==> config.mk <==
export PLATFORM = sky130hd
export DESIGN_NAME = aitk_div
export DESIGN_NICKNAME = d
export VERILOG_FILES = /design/src/hw/rtl/aitken_extrapolator_macros.svh /design/src/hw/rtl/aitk_pkg.sv /design/src/hw/rtl/aitk_div.sv
export SDC_FILE = /design/constraint.sdc
export NUM_CORES = 1
export LEC_CHECK = 0
export BUFFER_PORTS_ARGS = -buffer_cell sky130_fd_sc_hd__buf_4
export CAP_MARGIN = 5
export CORE_UTILIZATION = 51
export CTS_CLUSTER_DIAMETER = 150
export CTS_CLUSTER_SIZE = 16
export DETAILED_ROUTE_END_ITERATION = 10
export PLACE_DENSITY = 0.76
export SLEW_MARGIN = 10
export SYNTH_ARGS = -nofsm -noshare
export SYNTH_HDL_FRONTEND = slang
export SYNTH_SLANG_ARGS = --single-unit
==> constraint.sdc <==
create_clock -name clk -period 3 [get_ports clk]
set_clock_uncertainty 0.1 [all_clocks]
set_input_delay 0.15 -clock clk [delete_from_list [all_inputs] [get_ports clk]]
set_output_delay 0.15 -clock clk [all_outputs]
set_load 0.005 [all_outputs]
==> src/hw/rtl/aitken_extrapolator_macros.svh <==
// ----------------------------------------------------------------------------
// Aitken extrapolator assertion macros
// Concurrent assertion wrappers on clk, disabled during rst; empty in synthesis.
// ----------------------------------------------------------------------------
`ifndef AITKEN_EXTRAPOLATOR_MACROS_SVH
`define AITKEN_EXTRAPOLATOR_MACROS_SVH

`ifndef SYNTHESIS
// same-cycle implication
`define AITK_ASSERT_IMP(lbl, ante, cons) \
  lbl: assert property (@(posedge clk) disable iff (rst) (ante) |-> (cons)) \
    else $error("aitken_extrapolator: assertion failed");
// next-cycle implication
`define AITK_ASSERT_NXT(lbl, ante, cons) \
  lbl: assert property (@(posedge clk) disable iff (rst) (ante) |=> (cons)) \
    else $error("aitken_extrapolator: assertion failed");
`else
`define AITK_ASSERT_IMP(lbl, ante, cons)
`define AITK_ASSERT_NXT(lbl, ante, cons)
`endif

`endif

==> src/hw/rtl/aitk_pkg.sv <==
// ----------------------------------------------------------------------------
// Aitken extrapolator package
// Widths, status codes, constants and divider handshake types.
// ----------------------------------------------------------------------------
package aitk_pkg;

  localparam int VALUE_WIDTH    = 48;
  localparam int FRAC_BITS      = 24;
  localparam int MAX_COMPONENTS = 64;
  localparam int COMP_WIDTH     = 6;
  localparam int IDX_WIDTH      = $clog2(MAX_COMPONENTS);
  localparam int STATUS_WIDTH   = 2;

  // differences of two values, their difference, and the wide quotient path
  localparam int DIFF_WIDTH = VALUE_WIDTH + 1;
  localparam int DEN_WIDTH  = VALUE_WIDTH + 2;
  localparam int NUM_WIDTH  = 2 * DIFF_WIDTH - 1;
  localparam int SUM_WIDTH  = NUM_WIDTH + 2;
  localparam int CNT_WIDTH  = $clog2(NUM_WIDTH + 1);

  // split of |d0| for the shared multiplier
  localparam int LO_WIDTH   = DIFF_WIDTH / 2;
  localparam int HI_WIDTH   = DIFF_WIDTH - LO_WIDTH;
  localparam int PROD_WIDTH = 2 * HI_WIDTH;

  localparam int RATE_ITERS = DIFF_WIDTH + FRAC_BITS;
  localparam int CORR_ITERS = NUM_WIDTH;

  localparam int IN_DATA_WIDTH  = ((COMP_WIDTH + VALUE_WIDTH + 7) / 8) * 8;
  localparam int OUT_DATA_WIDTH = ((COMP_WIDTH + 2 * VALUE_WIDTH + 7) / 8) * 8;

  localparam logic [STATUS_WIDTH-1:0] ST_OK       = 2'd0;
  localparam logic [STATUS_WIDTH-1:0] ST_NO_HIST  = 2'd1;
  localparam logic [STATUS_WIDTH-1:0] ST_D1_ZERO  = 2'd2;
  localparam logic [STATUS_WIDTH-1:0] ST_DEN_ZERO = 2'd3;

  // -1.0 in the value format
  localparam logic [VALUE_WIDTH-1:0] RATE_NO_HIST =
    {{(VALUE_WIDTH - FRAC_BITS){1'b1}}, {FRAC_BITS{1'b0}}};

  // saturation limits on the quotient magnitude
  localparam logic [NUM_WIDTH-1:0] MAG_POS_LIM =
    {{(NUM_WIDTH - VALUE_WIDTH + 1){1'b0}}, {(VALUE_WIDTH - 1){1'b1}}};
  localparam logic [NUM_WIDTH-1:0] MAG_NEG_LIM =
    {{(NUM_WIDTH - VALUE_WIDTH){1'b0}}, 1'b1, {(VALUE_WIDTH - 1){1'b0}}};

  // saturation limits on the signed extrapolate sum
  localparam logic [SUM_WIDTH-1:0] SUM_MAX =
    {{(SUM_WIDTH - VALUE_WIDTH + 1){1'b0}}, {(VALUE_WIDTH - 1){1'b1}}};
  localparam logic [SUM_WIDTH-1:0] SUM_MIN =
    {{(SUM_WIDTH - VALUE_WIDTH + 1){1'b1}}, {(VALUE_WIDTH - 1){1'b0}}};

  typedef struct packed {
    logic                 start;
    logic [CNT_WIDTH-1:0] iters;
  } div_req_t;

  typedef struct packed {
    logic busy;
    logic done;
  } div_rsp_t;

endpackage

==> src/hw/rtl/aitk_div.sv <==
// ----------------------------------------------------------------------------
// Aitken extrapolator divider
// Restoring unsigned divider, one quotient bit per cycle; numerator is taken
// left-aligned and the iteration count sets how many of its bits are used.
// ----------------------------------------------------------------------------
module aitk_div (
  input  logic                           clk,
  input  logic                           rst,
  input  aitk_pkg::div_req_t             req,
  input  logic [aitk_pkg::NUM_WIDTH-1:0] num,
  input  logic [aitk_pkg::DEN_WIDTH-1:0] divisor,
  output aitk_pkg::div_rsp_t             rsp,
  output logic [aitk_pkg::NUM_WIDTH-1:0] quot
);

  localparam int REM_WIDTH = aitk_pkg::DEN_WIDTH + 1;

  logic [aitk_pkg::CNT_WIDTH-1:0] cnt;
  logic                           busy;
  logic                           done;
  logic [aitk_pkg::NUM_WIDTH-1:0] nreg;
  logic [aitk_pkg::DEN_WIDTH-1:0] dreg;
  logic [REM_WIDTH-1:0]           rem;
  logic [REM_WIDTH-1:0]           shifted;
  logic [REM_WIDTH:0]             trial;
  logic                           ge;

  assign shifted = {rem[REM_WIDTH-2:0], nreg[aitk_pkg::NUM_WIDTH-1]};
  assign trial   = {1'b0, shifted} - {2'b00, dreg};
  assign ge      = ~trial[REM_WIDTH];

  always_ff @(posedge clk) begin
    if (rst) begin
      busy <= 1'b0;
      done <= 1'b0;
      cnt  <= '0;
    end else begin
      done <= busy && (cnt == aitk_pkg::CNT_WIDTH'(1));
      if (req.start) begin
        busy <= 1'b1;
        cnt  <= req.iters;
      end else if (busy) begin
        cnt <= cnt - 1'b1;
        if (cnt == aitk_pkg::CNT_WIDTH'(1)) begin
          busy <= 1'b0;
        end
      end
    end
  end

  always_ff @(posedge clk) begin
    if (req.start) begin
      nreg <= num;
      dreg <= divisor;
      rem  <= '0;
      quot <= '0;
    end else if (busy) begin
      nreg <= {nreg[aitk_pkg::NUM_WIDTH-2:0], 1'b0};
      rem  <= ge ? trial[REM_WIDTH-1:0] : shifted;
      quot <= {quot[aitk_pkg::NUM_WIDTH-2:0], ge};
    end
  end

  assign rsp.busy = busy;
  assign rsp.done = done;

endmodule

==> results of run 1 <==
-- cell families after synthesis --
| kind of cell | Yosys count | synth area share [%] |
|---|---|---|
| fa+ha+maj | 53 | 4.52 |
| compound gates | 252 | 11.5 |
| simple gates | 347 | 10.3 |
| buf+inv | 147 | 4.09 |
| xor+xnor | 48 | 2.83 |
| mux | 225 | 16.0 |
| flops | 303 | 50.8 |
-- critical path: stages, from the launching register on --
cell      delay [ns]
edfxtp_1        0.39
inv_1           0.07
ha_2            0.17
inv_2           0.04
fa_2            0.36
a211oi_4        0.23
o21ai_2         0.10
o211ai_1        0.31
a211oi_2        0.15
o311ai_2        0.34
buf_4           0.18
a211oi_2        0.08
o21a_1          0.21
o21a_1          0.17
o21ai_1         0.10
-- layout make-up --
class | instances | area share, %
multi-input cells | 926 | 34.7
inverters | 67 | 1.25
clock inverters | 2 | 0.233
flip-flops and latches | 303 | 37.0
repair buffers | 515 | 21.5
diodes | 2 | 0.0246
well taps | 384 | 2.36
clock buffers | 37 | 2.98
-- timing repair --
item                                    4_1_cts  5_1_grt
buffers inserted                              2        9
hold endpoints to repair                    198        0
pin swaps                                     9       28
endpoints found under the setup margin       50       51
gates resized for setup                      19       57
hold buffers                                160        0
cloned                                        1        0
-- stage by stage --
step                std cells  setup TNS (ns)  area, µm²  utilization, %
floorplan                1375               0      14900               -
global placement         2023           -2.43      17700            61.6
detailed placement       2023           -3.56      17700            61.6
CTS                      2225         -0.0805      20000            69.8
global route             2235           -1.94      20400            71.0
finish                   2236          -0.219      20400            71.0
-- power breakdown --
part	switching (mW)	internal (mW)	total, mW	leakage [nW]
sequential	0.134	4.64	4.78	2.73
combinational	1.18	1.19	2.37	5.47
clock	1.46	1.44	2.89	0.313
total	2.77	7.27	10.0	8.51
-- flip-flops by register name, indices dropped and copies added, names as in the netlist --
register	cells
busy	1
nreg	97
done	1
rem	50
cnt	7
quot	97
dreg	50
-- worst min-delay path by stage --
stage,slack [ns],cells after the start,to,from
3_5_place_dp,0.23,1,dreg[29],divisor[29]
3_3_place_gp,0.23,1,dreg[38],divisor[38]
5_1_grt,0.22,2,dreg[29],divisor[29]
6_report,0.23,2,dreg[4],divisor[4]
2_1_floorplan,0.15,0,dreg[0],divisor[0]
4_1_cts,0.22,2,dreg[32],divisor[32]
-- layer usage --
metal | up-vias | part of all wire [%] | track usage, % | routed length (µm)
li1 | 5869 | - | - | -
met1 | 5816 | 41 | 30.9 | 16000
met2 | 351 | 51 | 46.5 | 20000
met3 | 73 | 4.9 | 4.00 | 1930
met4 | 0 | 2.6 | 6.99 | 997
met5 | - | 0 | 0 | 0
-- placed cells by master (no fill, tap or decap), types with 9 or more instances in the layout --
| cell | count |
|---|---|
| nand4_1 | 14 |
| a21oi_2 | 12 |
| a21o_1 | 20 |
| dfxtp_1 | 155 |
| o21ai_0 | 21 |
| clkbuf_1 | 15 |
| a311oi_1 | 9 |
| xor2_1 | 23 |
| nand3_1 | 14 |
| mux2_2 | 97 |
| nor3_1 | 18 |
| a211oi_1 | 33 |
| a21oi_1 | 56 |
| edfxtp_1 | 147 |
| buf_4 | 346 |
| nand2_1 | 69 |
| o21bai_1 | 12 |
| xnor2_1 | 25 |
| dlygate4sd3_1 | 160 |
| clkbuf_16 | 22 |
| nor2_1 | 190 |
| inv_1 | 64 |
| ha_1 | 41 |
| mux2i_1 | 124 |
==> summary.md, run 1 <==
| Metric | Value |
|---|---|
| Clk slew on worst S/H paths | `~0.08 ns` |
| Worst slack at placement | `-0.250 ns` |
| Vias in the first global route | `12400` |
| Fin crit period | `3.07 ns` |
| Reg-to-reg slack, setup | `-0.07 ns` |
| DP Wirelength | `approximately 24000 µm` |
| Arrival @ worst endpoint | `3.45 ns` |
| Fillers | `2055` |
| Top post-synthesis cells by area | `edfxtp_1 30%, dfxtp_1 21%, mux2i_1 8.6%` |
| Critical path type | `register to register` |
| Sink Count | `303` |
| Slew margin rel. | `27.9%` |
| Layout overhead on the synthesized area | `37.2%` |
| Final setup vio count | `4` |
| Core box area | `0.0287 mm²` |
| Worst-Margin Slew | `1.08 ns` |
| RR Endpoint | `rem[46]` |
| Fin worst setup slack | `-0.0707 ns` |
| Hold violation count in the final report | `0` |
| Total gr overflow | `0` |
| Multi-input logic area | `slightly above 0.007 mm²` |
| CP Capture Type | `register` |
| Power per cell area | `493 mW/mm²` |
| Yosys top cell area share | `29.7%` |
| Hold_ws | `between 0.2 and 0.25 ns` |
| Largest net degree at the start of global routing | `193` |
| Max Buffers Root-to-Sink | `3` |
| Reg2Reg Depth | `14` |
| Syn. warnings | `0` |
| Register area | `0.00754 mm²` |
| Post-synthesis sequential area ratio | `roughly half` |
| Cell area after synthesis | `roughly 0.015 mm²` |
| Asr flop ratio synth | `0%` |
| Clk Latency, worst-skew pair | `0.54 ns` |
| Final #Nets | `2045` |
| Initial DRT Pass Iterations | `7` |
| CTS H-tree depth | `1` |
| Pleak | `8.51 nW` |
| Worst r2r src | `nreg[96]` |
| Max Fanout on Critical Path | `2` |
| Cts bufs inserted | `22` |
| Die Wd | `173 µm` |
| Commonest cells in the synthesized netlist | `193 x nor2_1, 156 x dfxtp_1, 147 x edfxtp_1, 127 x mux2i_1, 97 x mux2_2` |
| Tcrit/Tclk final | `102%` |
| Max-slew violations | `0` |
| Die height | `roughly 170 µm` |
| Starting density of the core | `51.7%` |
| GPL Wtd Cong | `0.952` |
| Mapped Cells | `~1400` |
| CTS root buffer | `clkbuf_16` |
| FP Rows | `slightly above 60` |
| HP Class | `input port to register` |
| Overall power | `10.0 mW` |
| Avg Inst Size Synth | `10.8 µm²` |
| Via count | `12100` |
| TritonCTS clock tree | `done` |
| Distinct cells, synth | `71` |
| All-Layer GR Usage | `25.5%` |
| Post-synthesis net count | `1585` |
| Number of max-cap violations | `0` |
| Post-synth top area cell | `edfxtp_1` |
| Status | `finished with violations` |
| Drt initial violations | `672` |
| CP Launch Point | `nreg[96]` |
| Post-synth EDFFs | `147` |
| Failing checks | `setup timing` |
| DIE AREA | `0.0298 mm²` |
| Buffers on Ports | `255` |
| Detail Route Antenna Nets | `0` |
| Top_reg_cell synth | `dfxtp_1` |
| First-pass GRT wire length | `62300 µm` |
| CP endpoint | `rem[46]` |
| Unrepaired setup endpoints after global routing | `true` |
| Count leader, synth | `nor2_1` |
| Crit start category | `register` |
| Residual DRC | `0` |
| Layout cell share with drive strength beyond 1 | `a little under a third` |
| F_max | `about 0.33 GHz` |
| #FFs+latches synth | `slightly above 300` |
| Initial antenna violation count | `1` |
| # IOs | `between 200 and 300` |
| WL final | `39000 µm` |
| WL/cell | `17.4 µm` |
| Peak VDD IR | `0.629 mV` |
| Routed vias/inst | `5.42` |
| Required time of the critical path | `3.38 ns` |
(Power assumes the default switching activity.)
==> run 2, diff against run 1 <==
--- a/config.mk
+++ b/config.mk
@@ -7,11 +7,11 @@
 export LEC_CHECK = 0
 export BUFFER_PORTS_ARGS = -buffer_cell sky130_fd_sc_hd__buf_4
 export CAP_MARGIN = 5
-export CORE_UTILIZATION = 51
+export CORE_UTILIZATION = 56
 export CTS_CLUSTER_DIAMETER = 150
 export CTS_CLUSTER_SIZE = 16
 export DETAILED_ROUTE_END_ITERATION = 10
-export PLACE_DENSITY = 0.76
+export PLACE_DENSITY = 0.8
 export SLEW_MARGIN = 10
 export SYNTH_ARGS = -nofsm -noshare
 export SYNTH_HDL_FRONTEND = slang
==> constraint.sdc (replaced) <==
create_clock -name clk -period 3.48 [get_ports clk]
set_clock_uncertainty 0.1 [all_clocks]
set_input_delay 0.174 -clock clk [delete_from_list [all_inputs] [get_ports clk]]
set_output_delay 0.174 -clock clk [all_outputs]
set_load 0.005 [all_outputs]
==> summary.md, run 2 (synthesis results as in run 1) <==
| Metric | Value |
|---|---|
| Critical path type | `register to register (unchanged)` |
| Required time of the critical path | `3.74 ns (was 3.38 ns)` |
| TritonCTS clock tree | `done (unchanged)` |
| Die height | `165 µm (was 173 µm)` |
| Peak VDD IR | `0.503 mV (was 0.629 mV)` |
| GPL Wtd Cong | `0.930 (was 0.952)` |
| # IOs | `256 (unchanged)` |
| Final setup vio count | `0 (was 4)` |
| Worst hold path depth | `2 (unchanged)` |
| Die Wd | `165 µm (was 173 µm)` |
| Non-Filler Instances | `2099 (was 2236)` |
| Crit start category | `register (unchanged)` |
| Setup TNS Final | `0 ns (was -0.219 ns)` |
| Initial DRT Pass Iterations | `6 (was 7)` |
| Clk Latency, worst-skew pair | `0.54 ns (about the same)` |
| Cts bufs inserted | `22 (unchanged)` |
| Max-slew violations | `0 (unchanged)` |
| DIE AREA | `0.0272 mm² (was 0.0298 mm²)` |
| CP Capture Type | `register (unchanged)` |
| Most frequent cells in the layout | `263 x buf_4, 193 x nor2_1, 158 x dlygate4sd3_1, 155 x dfxtp_1, 147 x edfxtp_1 (was 346 x buf_4, 190 x nor2_1, 160 x dlygate4sd3_1, 155 x dfxtp_1, 147 x edfxtp_1)` |
| Max Buffers Root-to-Sink | `3 (unchanged)` |
| CTS H-tree depth | `1 (unchanged)` |
| Power per cell area | `434 mW/mm² (was 493 mW/mm²)` |
| Starting density of the core | `57.0% (was 51.7%)` |
| Detail Route Antenna Nets | `0 (unchanged)` |
| CTS root buffer | `clkbuf_16 (unchanged)` |
| Arrival @ worst endpoint | `3.51 ns (was 3.45 ns)` |
| Fillers | `1763 (was 2055)` |
| WL final | `38300 µm (was 39000 µm)` |
| Via count | `11700 (was 12100)` |
| Buffers on Ports | `255 (unchanged)` |
| DP Wirelength | `23600 µm (was 24300 µm)` |
| Total gr overflow | `0 (unchanged)` |
| Drt initial violations | `771 (was 672)` |
| Post-CTS setup buffer count | `0 (was 2)` |
| Status | `complete, no violations (was finished with violations)` |
| Commonest non-fill, non-tap cell in the layout | `buf_4 (unchanged)` |
| HP Class | `input port to register (unchanged)` |
| Hold violation count in the final report | `0 (unchanged)` |
| CP delay by family, top | `simple AND/OR/NAND/NOR gates (was compound AO/OA/AOI/OAI gates)` |
| CP cell instances | `inv_1 > ha_1 > nand4_2 > nor4_4 > a221oi_1 > o21ai_0 > nand4_1 > a21o_4 > nand2_8 > buf_12 > mux2i_1 > a211oi_1 (was inv_1 > ha_2 > inv_2 > fa_2 > a211oi_4 > o21ai_2 > o211ai_1 > a211oi_2 > o311ai_2 > buf_4 > a211oi_2 > o21a_1 > o21a_1 > o21ai_1)` |
| WL/cell | `18.3 µm (was 17.4 µm)` |
| Sink Count | `303 (unchanged)` |
| Final #Nets | `1956 (was 2045)` |
| Largest net degree at the start of global routing | `193 (unchanged)` |
| Initial antenna violation count | `4 (was 1)` |
| Cells after DPL | `1899 (was 2023)` |
| Reg2Reg Depth | `12 (was 14)` |
| Clk slew on worst S/H paths | `0.08 ns (about the same)` |
| Buffer and inverter count on the worst path | `2 (was 3)` |
| Overall power | `8.37 mW (was 10.0 mW)` |
| Hold_ws | `0.253 ns (was 0.225 ns)` |
| Reg-to-reg slack, setup | `0.23 ns (was -0.07 ns)` |
| All-Layer GR Usage | `27.1% (was 25.5%)` |
| Largest registers | `nreg (97), quot (97) (unchanged)` |
| Max Fanout on Critical Path | `20 (was 2)` |
| Unrepaired setup endpoints after global routing | `false (was true)` |
| Crit-path max cell delay | `0.43 ns (was 0.39 ns)` |
| Tcrit/Tclk final | `93.3% (was 102%)` |
| Core box area | `0.0261 mm² (was 0.0287 mm²)` |
| Layout cell share with drive strength beyond 1 | `23.6% (was 30.2%)` |
| First-pass GRT wire length | `58400 µm (was 62300 µm)` |
| Number of max-cap violations | `0 (unchanged)` |
| F_max | `0.308 GHz (was 0.326 GHz)` |
| FP Rows | `59 (was 62)` |
| Slew margin rel. | `12.5% (was 27.9%)` |
| Residual DRC | `0 (unchanged)` |
| Layout overhead on the synthesized area | `29.8% (was 37.2%)` |
| Vias in the first global route | `11500 (was 12400)` |
| Worst-Margin Slew | `1.31 ns (was 1.08 ns)` |
| Crit. path cell count | `12 (was 14)` |
| Routed vias/inst | `5.59 (was 5.42)` |
| Crit-path slowest cell | `ha_1 (was edfxtp_1)` |
| Pleak | `8.02 nW (was 8.51 nW)` |
| Fin crit period | `3.25 ns (was 3.07 ns)` |
## run 2: stage by stage
stage | instance area [µm²] | setup WS, ns | utilization (%)
finish | 19300 | 0.232 | 74.0
global route | 19300 | 0.00175 | 74.0
CTS | 19200 | 0.105 | 73.8
detailed placement | 17000 | 0.187 | 65.3
global placement | 17000 | 0.269 | 65.3
floorplan | 14900 | 0.187 | -
## run 2: cell type report
cell class	count	area (µm²)	area share (%)
Inverter	67	253	1.31
Sequential cell	303	7540	39.1
Antenna cell	4	10.0	0.0519
Multi-Input combinational cell	925	6740	34.9
Timing Repair Buffer	427	3670	19.0
Tap cell	335	419	2.17
Clock inverter	2	47.5	0.247
Clock buffer	36	603	3.13
## run 2: worst reg2reg max path: cells and delay by family, from the launching register on
family / cells / cell delay [ns]
buffers and inverters: 2 / 0.26
adder cells (fa/ha/maj): 1 / 0.43
AND/OR/NAND/NOR: 4 / 0.95
flip-flops: 1 / 0.34
multiplexers: 1 / 0.22
AO/OA/AOI/OAI: 4 / 0.78
## run 2: report_power, final
part	total (mW)	switching (mW)	internal (mW)
logic	1.76	0.925	0.830
registers	4.12	0.120	4.00
clock network	2.49	1.26	1.24
total	8.37	2.30	6.07
## run 2: path summary, 6_finish.rpt
path              endpoint  startpoint
hold / removal     dreg[9]  divisor[9]
setup reg to reg   rem[17]    dreg[26]
hold reg to reg    quot[0]     quot[0]
setup / recovery   rem[17]    dreg[26]
## run 2: layer usage
layer,up-vias,share of wire (%),track usage [%]
met5,-,0,0
met4,0,2.4,7.96
met3,69,5.5,5.07
met2,347,51,47.3
met1,5629,41,34.0
li1,5696,-,-
## run 2: timing repair
action / in CTS / in global routing
gates resized for setup: 0 / 6
hold endpoints to repair: 168 / 0
hold buffers: 158 / 0
setup endpoints to repair: 0 / 38
==> run 3, diff against run 2 <==
--- a/config.mk
+++ b/config.mk
@@ -7,11 +7,11 @@
 export LEC_CHECK = 0
 export BUFFER_PORTS_ARGS = -buffer_cell sky130_fd_sc_hd__buf_4
 export CAP_MARGIN = 5
-export CORE_UTILIZATION = 56
+export CORE_UTILIZATION = 45
 export CTS_CLUSTER_DIAMETER = 150
 export CTS_CLUSTER_SIZE = 16
 export DETAILED_ROUTE_END_ITERATION = 10
-export PLACE_DENSITY = 0.8
+export PLACE_DENSITY = 0.66
 export SLEW_MARGIN = 10
 export SYNTH_ARGS = -nofsm -noshare
 export SYNTH_HDL_FRONTEND = slang
==> summary.md, run 3 (synthesis results as in run 1) <==
| Metric | Value |
|---|---|
| Initial antenna violation count | `6 (was 4)` |
| WL/cell | `16.4 µm (was 18.3 µm)` |
| Layout overhead on the synthesized area | `30.7% (was 29.8%)` |
| Die height | `184 µm (was 165 µm)` |
| Setup TNS Final | `0 ns (unchanged)` |
| Clk slew on worst S/H paths | `0.09 ns (was 0.08 ns)` |
| Hold Startpoint | `divisor[29] (was divisor[9])` |
| CTS root buffer | `clkbuf_16 (unchanged)` |
| CP Capture Type | `register (unchanged)` |
| Crit-path max cell delay | `0.42 ns (was 0.43 ns)` |
| WL final | `36300 µm (was 38300 µm)` |
| RR Endpoint | `rem[48] (was rem[17])` |
| Final #Nets | `1958 (was 1956)` |
| Critical path type | `register to register (unchanged)` |
| Number of max-cap violations | `0 (unchanged)` |
| Power per cell area | `430 mW/mm² (was 434 mW/mm²)` |
| Starting density of the core | `45.6% (was 57.0%)` |
| Routed vias/inst | `5.19 (was 5.59)` |
| Worst r2r src | `nreg[96] (was dreg[26])` |
| Clk Latency, worst-skew pair | `0.54 ns (about the same)` |
| First-pass GRT wire length | `58600 µm (was 58400 µm)` |
| TritonCTS clock tree | `done (unchanged)` |
| CP endpoint | `rem[48] (was rem[17])` |
| All-Layer GR Usage | `21.2% (was 27.1%)` |
| Residual DRC | `0 (unchanged)` |
| Most frequent cells in the layout | `268 x buf_4, 193 x nor2_1, 156 x dlygate4sd3_1, 155 x dfxtp_1, 147 x edfxtp_1 (was 263 x buf_4, 193 x nor2_1, 158 x dlygate4sd3_1, 155 x dfxtp_1, 147 x edfxtp_1)` |
| Peak VDD IR | `0.484 mV (was 0.503 mV)` |
| Die Wd | `184 µm (was 165 µm)` |
| CP Launch Point | `nreg[96] (was dreg[26])` |
| Tcrit/Tclk final | `92.1% (was 93.3%)` |
| DP Wirelength | `23900 µm (was 23600 µm)` |
| Arrival @ worst endpoint | `3.55 ns (was 3.51 ns)` |
| Reg-to-reg slack, setup | `0.28 ns (was 0.23 ns)` |
| DIE AREA | `0.0337 mm² (was 0.0272 mm²)` |
| Pleak | `8.03 nW (was 8.02 nW)` |
| Hold_ws | `0.258 ns (was 0.253 ns)` |
| Worst-Margin Slew | `0.915 ns (was 1.31 ns)` |
| Via count | `11500 (was 11700)` |
| Unrepaired setup endpoints after global routing | `false (unchanged)` |
| Crit-path slowest cell | `fa_1 (was ha_1)` |
| Total gr overflow | `0 (unchanged)` |
| # IOs | `256 (unchanged)` |
| Fin crit period | `3.20 ns (was 3.25 ns)` |
| Drt initial violations | `712 (was 771)` |
| CTS H-tree depth | `1 (unchanged)` |
| Sink Count | `303 (unchanged)` |
| Slew margin rel. | `39.0% (was 12.5%)` |
| Initial DRT Pass Iterations | `6 (unchanged)` |
| Detail Route Antenna Nets | `0 (unchanged)` |
| Status | `complete, no violations (unchanged)` |
| Required time of the critical path | `3.83 ns (was 3.74 ns)` |
| FP Rows | `66 (was 59)` |
| Final setup vio count | `0 (unchanged)` |
| Largest net degree at the start of global routing | `135 (was 193)` |
| Max-slew violations | `0 (unchanged)` |
| Largest registers | `nreg (97), quot (97) (unchanged)` |
| Max Buffers Root-to-Sink | `3 (unchanged)` |
| Reg2Reg Depth | `13 (was 12)` |
| Layout cell share with drive strength beyond 1 | `23.8% (was 23.6%)` |
| Vias in the first global route | `11600 (was 11500)` |
| F_max | `0.312 GHz (was 0.308 GHz)` |
| Hold violation count in the final report | `0 (unchanged)` |
| HP Class | `input port to register (unchanged)` |
| CP cell instances | `inv_1 > ha_1 > inv_1 > fa_1 > a211oi_2 > o21ai_2 > o211ai_1 > a31oi_1 > a21oi_2 > a211oi_1 > o21a_1 > o21a_1 > o31ai_1 (was inv_1 > ha_1 > nand4_2 > nor4_4 > a221oi_1 > o21ai_0 > nand4_1 > a21o_4 > nand2_8 > buf_12 > mux2i_1 > a211oi_1)` |
| Crit start category | `register (unchanged)` |
| Core box area | `0.0325 mm² (was 0.0261 mm²)` |
| Buffers on Ports | `255 (unchanged)` |
| GPL Wtd Cong | `0.944 (was 0.930)` |
| Max Fanout on Critical Path | `5 (was 20)` |
| Cts bufs inserted | `22 (unchanged)` |
| Commonest non-fill, non-tap cell in the layout | `buf_4 (unchanged)` |
run 3: per-stage QoR:
stage	util [%]	instance area, µm²	setup slack, ns	instances	total power [mW]
3_5_place_dp	52.7	17200	0.163	2010	5.74
6_report	59.7	19400	0.275	2210	8.35
3_3_place_gp	52.7	17200	0.248	2010	5.72
5_1_grt	59.7	19400	0.0178	2210	8.75
2_1_floorplan	-	14900	0.187	1375	5.30
4_1_cts	59.6	19400	0.0756	2205	8.41
run 3: per-layer routing:
metal | vias to the layer above | GRT usage (%) | part of all wire, %
li1 | 5718 | - | -
met1 | 5443 | 27.2 | 45
met2 | 257 | 36.6 | 48
met3 | 56 | 4.06 | 4.6
met4 | 2 | 4.83 | 2.2
met5 | - | 0 | 0.030
run 3: where the power goes:
group | internal (mW) | total [mW] | switching, mW
clock network | 1.24 | 2.51 | 1.27
registers | 4.00 | 4.12 | 0.113
logic | 0.821 | 1.72 | 0.903
run 3: worst min path at each step:
stage          endpoint  slack [ns]  cells past startpoint
2_1_floorplan   dreg[0]        0.17                      0
4_1_cts         dreg[8]        0.23                      2
3_5_place_dp   dreg[35]        0.25                      1
5_1_grt         dreg[8]        0.24                      2
3_3_place_gp   dreg[39]        0.25                      1
6_report       dreg[29]        0.26                      2
run 3: what timing repair did:
| action | CTS | global route |
|---|---|---|
| endpoints found under the hold margin | 175 | 0 |
| setup buffers | 0 | 0 |
| hold buffers | 156 | 0 |
| setup endpoints to repair | 0 | 25 |
| resized for setup | 0 | 5 |
run 3: final cells by class:
cell class / instances / area [µm²]
Tap cell: 442 / 553
Fill cell: 2789 / 13100
Antenna cell: 5 / 12.5
Multi-Input combinational cell: 925 / 6730
Clock inverter: 2 / 47.5
Timing Repair Buffer: 429 / 3670
Clock buffer: 37 / 607
Sequential cell: 303 / 7540
Inverter: 67 / 253
run 3: worst max-delay path, delay by kind of cell, from the launching register on:
family	cells	cell delay, ns
compound gates	9	1.92
fa+ha+maj	2	0.57
buf+inv	2	0.12
flops	1	0.39
